File: config.mk
export PLATFORM = sky130hd
export DESIGN_NAME = adsr_envelope_generator
export DESIGN_NICKNAME = d
export VERILOG_FILES = /design/src/rtl/core/adsr_pkg.sv /design/src/rtl/core/adsr_envelope_generator.sv
export SDC_FILE = /design/constraint.sdc
export NUM_CORES = 2
export LEC_CHECK = 0
export BUFFER_PORTS_ARGS = -buffer_cell sky130_fd_sc_hd__buf_2
export CAP_MARGIN = 20
export CORE_ASPECT_RATIO = 0.5
export CORE_MARGIN = 1.5
export CORE_UTILIZATION = 35
export CTS_BUF_LIST = sky130_fd_sc_hd__clkbuf_8
export DETAILED_ROUTE_END_ITERATION = 8
export PLACE_DENSITY = 0.54
export SLEW_MARGIN = 20
export SYNTH_ARGS = -nofsm -noshare
export SYNTH_HDL_FRONTEND = slang
export SYNTH_SLANG_ARGS = --single-unit
File: constraint.sdc
create_clock -name clk -period 35.7 [get_ports clk]
set_input_delay 3.57 -clock clk [delete_from_list [all_inputs] [get_ports clk]]
set_output_delay 3.57 -clock clk [all_outputs]
set_load 0.02 [all_outputs]
File: src/rtl/core/adsr_pkg.sv
// ---------------------------------------------------------------------------
// ADSR envelope package
// Segment encoding, register indexes and reset values shared by the block.
// ---------------------------------------------------------------------------
`timescale 1ns / 1ps
`default_nettype none

package adsr_pkg;

    localparam int FRAC_BITS_DEFAULT = 24;
    localparam int CFG_INDEX_W       = 3;

    // Configuration register indexes
    localparam logic [CFG_INDEX_W-1:0] REG_ATTACK_COEFF  = 3'd0;
    localparam logic [CFG_INDEX_W-1:0] REG_ATTACK_TARGET = 3'd1;
    localparam logic [CFG_INDEX_W-1:0] REG_DECAY_COEFF   = 3'd2;
    localparam logic [CFG_INDEX_W-1:0] REG_RELEASE_COEFF = 3'd3;
    localparam logic [CFG_INDEX_W-1:0] REG_SUSTAIN_LEVEL = 3'd4;

    // Reset values in Q24; rescaled to the configured fraction width
    localparam longint ATTACK_COEFF_Q24  = 16128;
    localparam longint ATTACK_TARGET_Q24 = 16944988;
    localparam longint DECAY_COEFF_Q24   = 3495;
    localparam longint RELEASE_COEFF_Q24 = 3495;
    localparam longint SUSTAIN_LEVEL_Q24 = 11744051;

    // Segment codes on the output port
    localparam logic [1:0] SEG_CODE_IDLE    = 2'd0;
    localparam logic [1:0] SEG_CODE_ATTACK  = 2'd1;
    localparam logic [1:0] SEG_CODE_DECAY   = 2'd2;
    localparam logic [1:0] SEG_CODE_RELEASE = 2'd3;

    typedef enum logic [3:0] {
        SEG_IDLE    = 4'b0001,
        SEG_ATTACK  = 4'b0010,
        SEG_DECAY   = 4'b0100,
        SEG_RELEASE = 4'b1000
    } seg_t;

    function automatic longint scale_q24(input longint v, input int frac_bits);
        longint r;
        if (frac_bits >= 24)
        begin
            r = v << (frac_bits - 24);
        end
        else
        begin
            r = v >> (24 - frac_bits);
        end
        return r;
    endfunction

    function automatic logic [1:0] seg_code(input seg_t s);
        logic [1:0] c;
        unique case (s)
            SEG_IDLE:    c = SEG_CODE_IDLE;
            SEG_ATTACK:  c = SEG_CODE_ATTACK;
            SEG_DECAY:   c = SEG_CODE_DECAY;
            SEG_RELEASE: c = SEG_CODE_RELEASE;
            default:     c = SEG_CODE_IDLE;
        endcase
        return c;
    endfunction

endpackage

`default_nettype wire

File: src/rtl/core/adsr_envelope_generator.sv
// ---------------------------------------------------------------------------
// ADSR envelope generator
// One-pole exponential attack/decay/sustain/release envelope, one sample
// per request, unsigned fixed point with FRAC_BITS fraction bits.
// ---------------------------------------------------------------------------
// For each request the retrigger, gate edge, one multiply-add of
// coeff * (target - level) and the segment clamps are all evaluated in the
// accepting cycle from the state registers and land in the output register.
// A new request is taken every cycle; the input stalls only while the output
// register holds a result that the downstream side is stalling. out_valid
// rises in the cycle after accept and is set by the single output
// register. The critical path is the (FRAC_BITS+4) x (FRAC_BITS+1) multiplier
// followed by the rounding add and level update. Configuration writes are
// always accepted (cfg_ready is tied high) and must be issued only while no
// request is in flight. Sustain writes at or below zero store -0.01, writes
// above one store one; coefficient writes above one are used as one.
`timescale 1ns / 1ps
`default_nettype none

module adsr_envelope_generator #(
    parameter int FRAC_BITS = adsr_pkg::FRAC_BITS_DEFAULT
) (
    input  wire logic                              clk,
    input  wire logic                              rst_n,
    // configuration write channel
    input  wire logic                              cfg_valid,
    output logic                                   cfg_ready,
    input  wire logic [adsr_pkg::CFG_INDEX_W-1:0]  cfg_index,
    input  wire logic [FRAC_BITS+3:0]              cfg_data,
    // input channel
    input  wire logic                              in_valid,
    output logic                                   in_stall,
    input  wire logic                              gate_in,
    input  wire logic                              retrigger,
    input  wire logic                              hard_retrigger,
    // output channel
    output logic                                   out_valid,
    input  wire logic                              out_stall,
    output logic [FRAC_BITS:0]                     envelope,
    output logic [1:0]                             segment
);
    import adsr_pkg::*;

    localparam int DW = FRAC_BITS + 5;          // signed diff width
    localparam int PW = 2 * FRAC_BITS + 5;      // product width
    localparam int LW = FRAC_BITS + 6;          // signed updated level width

    localparam longint OneL          = longint'(1) << FRAC_BITS;
    localparam longint NegHundredthL = (OneL + 50) / 100;

    localparam logic [FRAC_BITS:0]          One       = {1'b1, {FRAC_BITS{1'b0}}};
    localparam logic signed [FRAC_BITS+1:0] SusOne    = {2'b01, {FRAC_BITS{1'b0}}};
    localparam logic signed [FRAC_BITS+1:0] SusNegH   = (FRAC_BITS+2)'(-NegHundredthL);
    localparam logic signed [DW-1:0]        TgtRel    = DW'(-NegHundredthL);
    localparam logic signed [LW-1:0]        OneWide   = {6'b000001, {FRAC_BITS{1'b0}}};
    localparam logic [PW-1:0]               Half      =
        {{(FRAC_BITS+5){1'b0}}, 1'b1, {(FRAC_BITS-1){1'b0}}};

    localparam logic [FRAC_BITS:0]   AttackCoeffRst  =
        (FRAC_BITS+1)'(scale_q24(ATTACK_COEFF_Q24, FRAC_BITS));
    localparam logic [FRAC_BITS+3:0] AttackTargetRst =
        (FRAC_BITS+4)'(scale_q24(ATTACK_TARGET_Q24, FRAC_BITS));
    localparam logic [FRAC_BITS:0]   DecayCoeffRst   =
        (FRAC_BITS+1)'(scale_q24(DECAY_COEFF_Q24, FRAC_BITS));
    localparam logic [FRAC_BITS:0]   ReleaseCoeffRst =
        (FRAC_BITS+1)'(scale_q24(RELEASE_COEFF_Q24, FRAC_BITS));
    localparam logic [FRAC_BITS+1:0] SustainRst      =
        (FRAC_BITS+2)'(scale_q24(SUSTAIN_LEVEL_Q24, FRAC_BITS));

    // configuration registers
    logic [FRAC_BITS:0]          attack_coeff_reg;
    logic [FRAC_BITS+3:0]        attack_target_reg;
    logic [FRAC_BITS:0]          decay_coeff_reg;
    logic [FRAC_BITS:0]          release_coeff_reg;
    logic signed [FRAC_BITS+1:0] sustain_reg;

    // envelope state
    logic [FRAC_BITS:0] level_reg, level_next;
    seg_t               seg_reg, seg_next;
    logic               prev_gate_reg;

    // output register
    logic               out_valid_reg, out_valid_next;
    logic [FRAC_BITS:0] envelope_reg, envelope_next;
    logic [1:0]         segment_reg;

    logic                          accept;
    logic                          cfg_write;
    logic [FRAC_BITS:0]            wr_coeff;
    logic signed [FRAC_BITS+1:0]   wr_sus_raw;
    logic signed [FRAC_BITS+1:0]   wr_sus;

    seg_t                  seg_pre;
    logic [FRAC_BITS:0]    lvl_pre;
    logic [FRAC_BITS:0]    coeff;
    logic signed [DW-1:0]  target;
    logic signed [DW-1:0]  diff;
    logic                  diff_neg;
    logic [DW-2:0]         mag;
    logic [PW-1:0]         prod_rnd;
    logic [FRAC_BITS+4:0]  step;
    logic signed [LW-1:0]  lvl_wide;
    logic signed [LW-1:0]  step_wide;
    logic signed [LW-1:0]  lvl_new;

    assign cfg_ready = 1'b1;
    assign cfg_write = cfg_valid & cfg_ready;

    // Clamp coefficient and sustain writes to their legal ranges
    always_comb
    begin
        wr_coeff   = (cfg_data[FRAC_BITS:0] > One) ? One : cfg_data[FRAC_BITS:0];
        wr_sus_raw = signed'(cfg_data[FRAC_BITS+1:0]);
        if (wr_sus_raw <= 0)
        begin
            wr_sus = SusNegH;
        end
        else if (wr_sus_raw > SusOne)
        begin
            wr_sus = SusOne;
        end
        else
        begin
            wr_sus = wr_sus_raw;
        end
    end

    always_ff @(posedge clk or negedge rst_n)
    begin
        if (!rst_n)
        begin
            attack_coeff_reg  <= AttackCoeffRst;
            attack_target_reg <= AttackTargetRst;
            decay_coeff_reg   <= DecayCoeffRst;
            release_coeff_reg <= ReleaseCoeffRst;
            sustain_reg       <= SustainRst;
        end
        else if (cfg_write)
        begin
            unique case (cfg_index)
                REG_ATTACK_COEFF:  attack_coeff_reg  <= wr_coeff;
                REG_ATTACK_TARGET: attack_target_reg <= cfg_data;
                REG_DECAY_COEFF:   decay_coeff_reg   <= wr_coeff;
                REG_RELEASE_COEFF: release_coeff_reg <= wr_coeff;
                REG_SUSTAIN_LEVEL: sustain_reg       <= wr_sus;
                default:           ;
            endcase
        end
    end

    assign in_stall = out_valid_reg & out_stall;
    assign accept   = in_valid & ~in_stall;

    // Retrigger first, then gate edges
    always_comb
    begin
        seg_pre = seg_reg;
        if (retrigger)
        begin
            seg_pre = SEG_ATTACK;
        end
        priority if (gate_in && !prev_gate_reg)
        begin
            seg_pre = SEG_ATTACK;
        end
        else if (!gate_in && prev_gate_reg)
        begin
            seg_pre = SEG_RELEASE;
        end
        else
        begin
            seg_pre = seg_pre;
        end
        lvl_pre = (retrigger && hard_retrigger) ? '0 : level_reg;
    end

    // One-pole step: level += round(coeff * (target - level))
    always_comb
    begin
        unique case (seg_pre)
            SEG_ATTACK:
            begin
                coeff  = attack_coeff_reg;
                target = signed'({1'b0, attack_target_reg});
            end
            SEG_DECAY:
            begin
                coeff  = decay_coeff_reg;
                target = DW'(sustain_reg);
            end
            SEG_RELEASE:
            begin
                coeff  = release_coeff_reg;
                target = TgtRel;
            end
            default:
            begin
                coeff  = '0;
                target = '0;
            end
        endcase

        diff      = target - signed'({4'b0000, lvl_pre});
        diff_neg  = diff[DW-1];
        mag       = diff_neg ? (DW-1)'(-diff) : diff[DW-2:0];
        prod_rnd  = PW'(mag) * PW'(coeff) + Half;
        step      = prod_rnd[PW-1:FRAC_BITS];
        lvl_wide  = signed'({5'b00000, lvl_pre});
        step_wide = signed'({1'b0, step});
        lvl_new   = diff_neg ? (lvl_wide - step_wide) : (lvl_wide + step_wide);
    end

    // Segment clamps and exits
    always_comb
    begin
        seg_next      = seg_pre;
        level_next    = lvl_pre;
        envelope_next = '0;
        unique case (seg_pre)
            SEG_ATTACK:
            begin
                if (lvl_new > OneWide)
                begin
                    level_next = One;
                    seg_next   = SEG_DECAY;
                end
                else
                begin
                    level_next = lvl_new[FRAC_BITS:0];
                end
                envelope_next = level_next;
            end
            SEG_DECAY, SEG_RELEASE:
            begin
                if (lvl_new[LW-1])
                begin
                    level_next = '0;
                    seg_next   = SEG_IDLE;
                end
                else
                begin
                    level_next = lvl_new[FRAC_BITS:0];
                end
                envelope_next = level_next;
            end
            default:
            begin
                // idle: hold the level, drive zero
                envelope_next = '0;
            end
        endcase
    end

    always_ff @(posedge clk or negedge rst_n)
    begin
        if (!rst_n)
        begin
            level_reg     <= '0;
            seg_reg       <= SEG_IDLE;
            prev_gate_reg <= 1'b0;
        end
        else if (accept)
        begin
            level_reg     <= level_next;
            seg_reg       <= seg_next;
            prev_gate_reg <= gate_in;
        end
    end

    always_comb
    begin
        if (accept)
        begin
            out_valid_next = 1'b1;
        end
        else
        begin
            out_valid_next = out_valid_reg & out_stall;
        end
    end

    always_ff @(posedge clk or negedge rst_n)
    begin
        if (!rst_n)
        begin
            out_valid_reg <= 1'b0;
        end
        else
        begin
            out_valid_reg <= out_valid_next;
        end
    end

    always_ff @(posedge clk)
    begin
        if (accept)
        begin
            envelope_reg <= envelope_next;
            segment_reg  <= seg_code(seg_next);
        end
    end

    assign out_valid = out_valid_reg;
    assign envelope  = envelope_reg;
    assign segment   = segment_reg;

    // ---------------------------------------------------------------------
    // Assertions
    // ---------------------------------------------------------------------
    a_level_max: assert property (@(posedge clk) disable iff (!rst_n)
        level_reg <= One)
        else $error("level above one");

    a_accept_valid: assert property (@(posedge clk) disable iff (!rst_n)
        accept |=> out_valid_reg)
        else $error("accepted request produced no result");

    a_idle_zero: assert property (@(posedge clk) disable iff (!rst_n)
        out_valid_reg && (segment_reg == SEG_CODE_IDLE) |-> (envelope_reg == '0))
        else $error("nonzero envelope while idle");

    a_stall_hold: assert property (@(posedge clk) disable iff (!rst_n)
        in_stall |-> out_valid_reg)
        else $error("input stalled with empty output register");

endmodule

`default_nettype wire

# Word level (Yosys, flattened, before mapping)

Index checks and enable logic that the tools add are counted.

Word-level logic and storage cells: 66
Input port bits: 39
Output and inout bits: 30
Flip-flop bits (word level): 187

Reductions and logical operators: 12
Add/subtract/negate cells: 5
Bitwise logic cells: 3
Multipliers: 1
Magnitude comparators: 4
Multiplexer cells: 20
Equality and inequality tests: 10

Operator list:

| kind                                                             | number |
|---|---|
| 2-to-1 mux 25 bit                                                | 4 |
| case mux 25 bit (2 select lines)                                 | 2 |
| case mux 29 bit (3 select lines)                                 | 1 |
| case mux 25 bit (3 select lines)                                 | 1 |
| adder 53 x 24 -> 53 bit (second input constant)                  | 1 |
| multiplier 28 x 25 -> 53 bit                                     | 1 |
| 2-to-1 mux 26 bit                                                | 2 |
| adder 25 x 29 -> 30 bit                                          | 1 |
| > comparator 30 x 26 -> 1 bit (second input constant)            | 1 |
| 2-to-1 mux 30 bit                                                | 1 |
| subtractor 25 x 29 -> 30 bit                                     | 1 |
| subtractor 29 x 26 -> 29 bit                                     | 1 |
| 2-to-1 mux 28 bit                                                | 1 |
| negator 28 bit                                                   | 1 |
| > comparator 26 bit (second input constant)                      | 1 |
| less-or-equal comparator 26 x 1 -> 1 bit (second input constant) | 1 |
| > comparator 25 bit (second input constant)                      | 1 |
| 2-to-1 mux 4 bit                                                 | 5 |
| AND reduction 2 bit                                              | 5 |
| equality test 4 x 2 -> 1 bit (second input constant)             | 2 |
| equality test 4 x 3 -> 1 bit (second input constant)             | 2 |
| equality test 4 bit (second input constant)                      | 2 |
| case mux 4 bit (2 select lines)                                  | 1 |
| equality test 3 x 2 -> 1 bit (second input constant)             | 2 |
| 10 further kinds                                                 | 14 |

# Longest topological paths before layout

Depth after elaboration: 18
Mapped depth: 73
Depth with buffers taken out: 66

# Worst setup path before layout

Ideal clock, no wire load.

Path kind: in2reg
Start: input port retrigger
End: register envelope_reg[15], in the netlist envelope[15], data pin
Setup time: 0.139 ns
Data required time: 35.561 ns
Data arrival time: 19.882 ns
Path slack: 15.679 ns
Buffers on the path: 6
Cell stages on the path: 69
Path through: clkbuf_1 > nor3_1 > o21a_1 > nor4b_1 > clkbuf_1 > clkbuf_1 > clkbuf_1 > a22o_1 > ha_1 > nor2b_1 > o21ai_0 > a21boi_1 > o21ai_0 > a21boi_0 > o21ai_1 > a21boi_0 > o21a_1 > or3_1 > (+33 left out) > ha_1 > or3_1 > or3_1 > and3b_1 > o311ai_0 > a21oi_1 > o41a_1 > nor3_1 > o21bai_1 > a21o_1 > a21oi_1 > a211oi_1 > or3_1 > a211oi_1 > nand2b_1 > o22ai_2 > buf_2 > nor2_1

Longest elaborated chain between the ends: 15
Elaborated cells between the ends (all ways): 23
Those cells by class: add/sub: 5; mul: 1; order compare: 1; eq/ne: 3; mux: 11; reduce/logical: 2

Ends and longest elaborated chain:

| element                                                                        | line                                                           | text |
|---|---|---|
| start, declared                                                                | adsr_envelope_generator.sv:34                                  | `input wire logic retrigger,` |
| 2-to-1 mux 4 bit                                                               | adsr_envelope_generator.sv:158                                 | `if (retrigger)` |
| 2-to-1 mux 4 bit                                                               | adsr_envelope_generator.sv:166                                 | `else if (!gate_in && prev_gate_reg)` |
| 2-to-1 mux 4 bit                                                               | adsr_envelope_generator.sv:162                                 | `priority if (gate_in && !prev_gate_reg)` |
| equality test 4 bit (tied with other cells)                                    | adsr_envelope_generator.sv:180, adsr_envelope_generator.sv:219 |  |
| case mux 29 bit (3 select lines)                                               | adsr_envelope_generator.sv:180                                 | `unique case (seg_pre)` |
| subtractor 29 x 26 -> 29 bit                                                   | adsr_envelope_generator.sv:203                                 | `diff = target - signed'({4'b0000, lvl_pre});` |
| negator 28 bit                                                                 | adsr_envelope_generator.sv:205                                 | `mag = diff_neg ? (DW-1)'(-diff) : diff[DW-2:0];` |
| 2-to-1 mux 28 bit                                                              | adsr_envelope_generator.sv:205                                 |  |
| multiplier 28 x 25 -> 53 bit                                                   | adsr_envelope_generator.sv:206                                 | `prod_rnd = PW'(mag) * PW'(coeff) + Half;` |
| adder 53 x 24 -> 53 bit                                                        | adsr_envelope_generator.sv:206                                 |  |
| adder 25 x 29 -> 30 bit / subtractor 25 x 29 -> 30 bit (equally long branches) | adsr_envelope_generator.sv:210                                 | `lvl_new = diff_neg ? (lvl_wide - step_wide) : (lvl_wide + step_wide);` |
| 2-to-1 mux 30 bit                                                              | adsr_envelope_generator.sv:210                                 |  |
| > comparator 30 x 26 -> 1 bit                                                  | adsr_envelope_generator.sv:222                                 | `if (lvl_new > OneWide)` |
| 2-to-1 mux 25 bit                                                              | adsr_envelope_generator.sv:222                                 |  |
| case mux 25 bit (2 select lines) (*)                                           | adsr_envelope_generator.sv:219                                 | `unique case (seg_pre)` |
| named net envelope_next[15]                                                    | adsr_envelope_generator.sv:84                                  | `logic [FRAC_BITS:0] envelope_reg, envelope_next;` |
| end signal, assigned                                                           | adsr_envelope_generator.sv:298                                 | `envelope_reg <= envelope_next;` |
| end, declared                                                                  | adsr_envelope_generator.sv:84                                  |  |

The timed path passes the listed nets; every way through them passes the cells marked *.
A chain may end at the register's enable or synchronous reset.

# Worst setup path in the final report

Start: input port gate_in
End: register level_reg[4]

Longest elaborated chain between the ends: 16
Elaborated cells between the ends (all ways): 23
Those cells by class: add/sub: 5; mul: 1; order compare: 1; eq/ne: 3; mux: 9; reduce/logical: 4

Ends and longest elaborated chain:

| element                                                                        | line                                                           | text |
|---|---|---|
| start, declared                                                                | adsr_envelope_generator.sv:33                                  | `input wire logic gate_in,` |
| zero test 1 bit                                                                | adsr_envelope_generator.sv:166                                 |  |
| logical AND 1 bit                                                              | adsr_envelope_generator.sv:166                                 |  |
| 2-to-1 mux 4 bit                                                               | adsr_envelope_generator.sv:166                                 |  |
| 2-to-1 mux 4 bit (*)                                                           | adsr_envelope_generator.sv:162                                 |  |
| equality test 4 bit (tied with other cells)                                    | adsr_envelope_generator.sv:180, adsr_envelope_generator.sv:219 |  |
| case mux 29 bit (3 select lines)                                               | adsr_envelope_generator.sv:180                                 |  |
| subtractor 29 x 26 -> 29 bit                                                   | adsr_envelope_generator.sv:203                                 |  |
| negator 28 bit                                                                 | adsr_envelope_generator.sv:205                                 |  |
| 2-to-1 mux 28 bit                                                              | adsr_envelope_generator.sv:205                                 |  |
| multiplier 28 x 25 -> 53 bit                                                   | adsr_envelope_generator.sv:206                                 |  |
| adder 53 x 24 -> 53 bit                                                        | adsr_envelope_generator.sv:206                                 |  |
| adder 25 x 29 -> 30 bit / subtractor 25 x 29 -> 30 bit (equally long branches) | adsr_envelope_generator.sv:210                                 |  |
| 2-to-1 mux 30 bit                                                              | adsr_envelope_generator.sv:210                                 |  |
| > comparator 30 x 26 -> 1 bit                                                  | adsr_envelope_generator.sv:222                                 |  |
| 2-to-1 mux 25 bit                                                              | adsr_envelope_generator.sv:222                                 |  |
| case mux 25 bit (2 select lines) (*)                                           | adsr_envelope_generator.sv:219                                 |  |
| end signal, assigned                                                           | adsr_envelope_generator.sv:264                                 | `level_reg <= level_next;` |
| end, declared                                                                  | adsr_envelope_generator.sv:78                                  | `logic [FRAC_BITS:0] level_reg, level_next;` |

Every way passes the cells marked *; elsewhere a longest branch is shown, timed or not.

==> results by group <==
Setup path
  • CP Data Arrival Time: 22.28 ns
  • Slack of the worst reg-to-reg path: 16.55 ns
  • Worst path required time: about 36 ns
  • Crit Reg-Reg Endpoint: level_reg[4]$_DFFE_PN0P_
  • Reg2reg path depth: 62
  • Crit end category: flop
  • Critical path fanouts, max: 50
  • Crit start category: input port
  • Cell repeated most along the worst path: fa_1
  • Critical Path Slowest Stage Cell: a2111oi_0
  • Critical path endpoint: level_reg[4]$_DFFE_PN0P_
  • WS Path Type: input port to flop
  • Critical Path Start: gate_in
  • Worst path max stage delay: between 0.7 and 0.8 ns
  • RR Startpoint: prev_gate_reg$_DFFE_PN0P_

Clocking
  • Hold_buf cts: 0
  • # clock sinks: 187
  • Post-CTS Setup Inserts: 0
  • Post-cts sizing count: 0
  • Worst-Skew Late Latency: 0.52 ns
  • CTS max path bufs: 2
  • CTS tree: yes
  • CTS H-Tree Depth: 4
  • Num CTS Buffers: 17
  • Worst-path clk slew: 0.11 ns
  • Root Buffer: clkbuf_8

Synth
  • Synthesis Warnings: 0
  • Synth top cells by count: inv_1 (750), nand2_1 (640), fa_1 (597), nor2_1 (494), ha_1 (258)
  • Post-synth ARST share: between 80% and 90%
  • Cell variety after synth: 100
  • Ys flop type: dfrtp_1
  • Mean post-synth cell area: roughly 8.4 sq um
  • Area leader, netlist: fa_1
  • Mapped Cells: 4262
  • EDFF count, synth: 27
  • Post-Syn Area: approximately 36000 sq um
  • Synth area leaders: fa_1 (33%), ha_1 (9.0%), dfrtp_1 (7.9%)
  • Syn nets: 5156
  • Post-synthesis sequential area ratio: 13.6%
  • Yosys top cell area share: 33.3%
  • Synth Register Bits: 187
  • Most common cell in the netlist: inv_1

Die
  • # IOs: 69
  • Initial Util: 35.6%
  • Core footprint: 101000 sq um
  • Die X-Extent: 456 um
  • Die area: 105000 sq um
  • Row cnt: 82
  • Die height: ~230 um

Final layout
  • Layout area overhead: 7.08%
  • Nets: 5141
  • Largest register FFs: 28
  • Share of post-route cells with drive strength above 1: 7.63%
  • Fill cells: 10400

Route
  • Post-route ant nets: 0
  • Via density: 5.46
  • Final WL: 131 mm
  • Drt drc: 0
  • Drt first-iter violations: 3034
  • Routed WL per cell: 23.4 um
  • Routed via count: 30600
  • Pre-Repair DR Iteration Count: 6

Timing
  • Clock Skew: 0.0197 ns
  • TNS Setup: 0 ns
  • Crit share post-route: 61.2%
  • Max-slew violation count: 0
  • Max Fclk: ~0.046 GHz
  • Min cycle time layout: about 22 ns
  • Tightest Pin Transition: 1.14 ns
  • Setup slack after layout: 13.86 ns
  • RSZ-0062 raised after global routing: false
  • Slew headroom: 23.1%
  • Final setup fails: 0
  • Final Hold Fails: 0
  • Hold slack: 0.487 ns

Global route
  • GRT Total Usage: 25.4%
  • GR Overflow Total: 0
  • Largest net degree at the start of global routing: 103
  • Wire length of the first global-routing pass: 200 mm
  • Antenna violations before repair: 3
  • Vias in the first global route: 31000

Place
  • GPL Wtd Cong: 0.982
  • Dpl hpwl: approximately 110 mm
  • Worst slack, placed: 13.68 ns
  • I/O Buffers: 67

Outcome
  • Status: completed

Hold path
  • Worst min-delay path class: flop to flop

Flow run
  • Max Cap Viol: 0
-- how the worst min path moves through the flow --
stage,cells past startpoint,endpoint,from,slack [ns]
after floorplan,2,level_reg[4]$_DFFE_PN0P_,level_reg[4]$_DFFE_PN0P_,0.45
after global placement,2,release_coeff_reg[6]$_DFFE_PN0P_,release_coeff_reg[6]$_DFFE_PN0P_,0.46
after detailed placement,2,level_reg[4]$_DFFE_PN0P_,level_reg[4]$_DFFE_PN0P_,0.47
after CTS,2,release_coeff_reg[2]$_DFFE_PN1P_,release_coeff_reg[2]$_DFFE_PN1P_,0.49
after global routing,2,release_coeff_reg[2]$_DFFE_PN1P_,release_coeff_reg[2]$_DFFE_PN1P_,0.51
final,2,attack_coeff_reg[8]$_DFFE_PN1P_,attack_coeff_reg[8]$_DFFE_PN1P_,0.49
-- stage by stage --
step | utilization (%) | cells | area, sq um
global route | 38.1 | 5605 | 38400
global placement | 37.6 | 5570 | 38000
CTS | 38.1 | 5604 | 38400
finish | 38.1 | 5605 | 38400
detailed placement | 37.7 | 5572 | 38000
floorplan | - | 4262 | 35900
-- cell families after synthesis --
group	synth area share, %
simple gates	17.8
buf+inv	10.0
fa+ha+maj	42.3
compound gates	12.1
flops	13.6
xor+xnor	3.15
mux	1.12
other cells	0.0104
-- per-layer routing --
metal	GRT usage, %	wire length, um	up-vias
met5	0	13	-
li1	-	-	13500
met1	38.0	60900	15600
met3	4.10	11100	166
met2	38.0	56100	1289
met4	6.04	3020	2
-- cell usage in the layout (no fill, tap or decap), types with 47 or more instances in the layout --
cell type,n
ha_1,258
fa_1,597
nor2_1,493
xnor2_1,75
dfstp_2,47
o21ai_0,161
inv_1,750
buf_4,93
buf_2,66
a21oi_1,124
dfrtp_1,113
nand2_1,639
-- final cells by class --
| class | instances | area [sq um] | area share [%] |
|---|---|---|---|
| Antenna cell | 1 | 2.50 | 0.00651 |
| Clock buffer | 17 | 234 | 0.609 |
| Inverter | 750 | 2820 | 7.32 |
| Clock inverter | 15 | 201 | 0.524 |
| Tap cell | 1344 | 1680 | 4.37 |
| Timing Repair Buffer | 162 | 1070 | 2.77 |
| Sequential cell | 187 | 4870 | 12.7 |
| Multi-Input combinational cell | 3129 | 27600 | 71.7 |
-- worst max-delay path, delay by kind of cell --
family	cells	cell delay, ns
AOI/OAI and AO/OA	22	5.95
xor gates and xnor gates	3	0.82
adders and majority gates	10	4.50
buffers and inverters	7	1.23
muxes	1	0.37
and+or+nand+nor	20	5.80
Power is not shown: default switching activity piles up to over one toggle a cycle in this logic, so the estimate is an artifact.
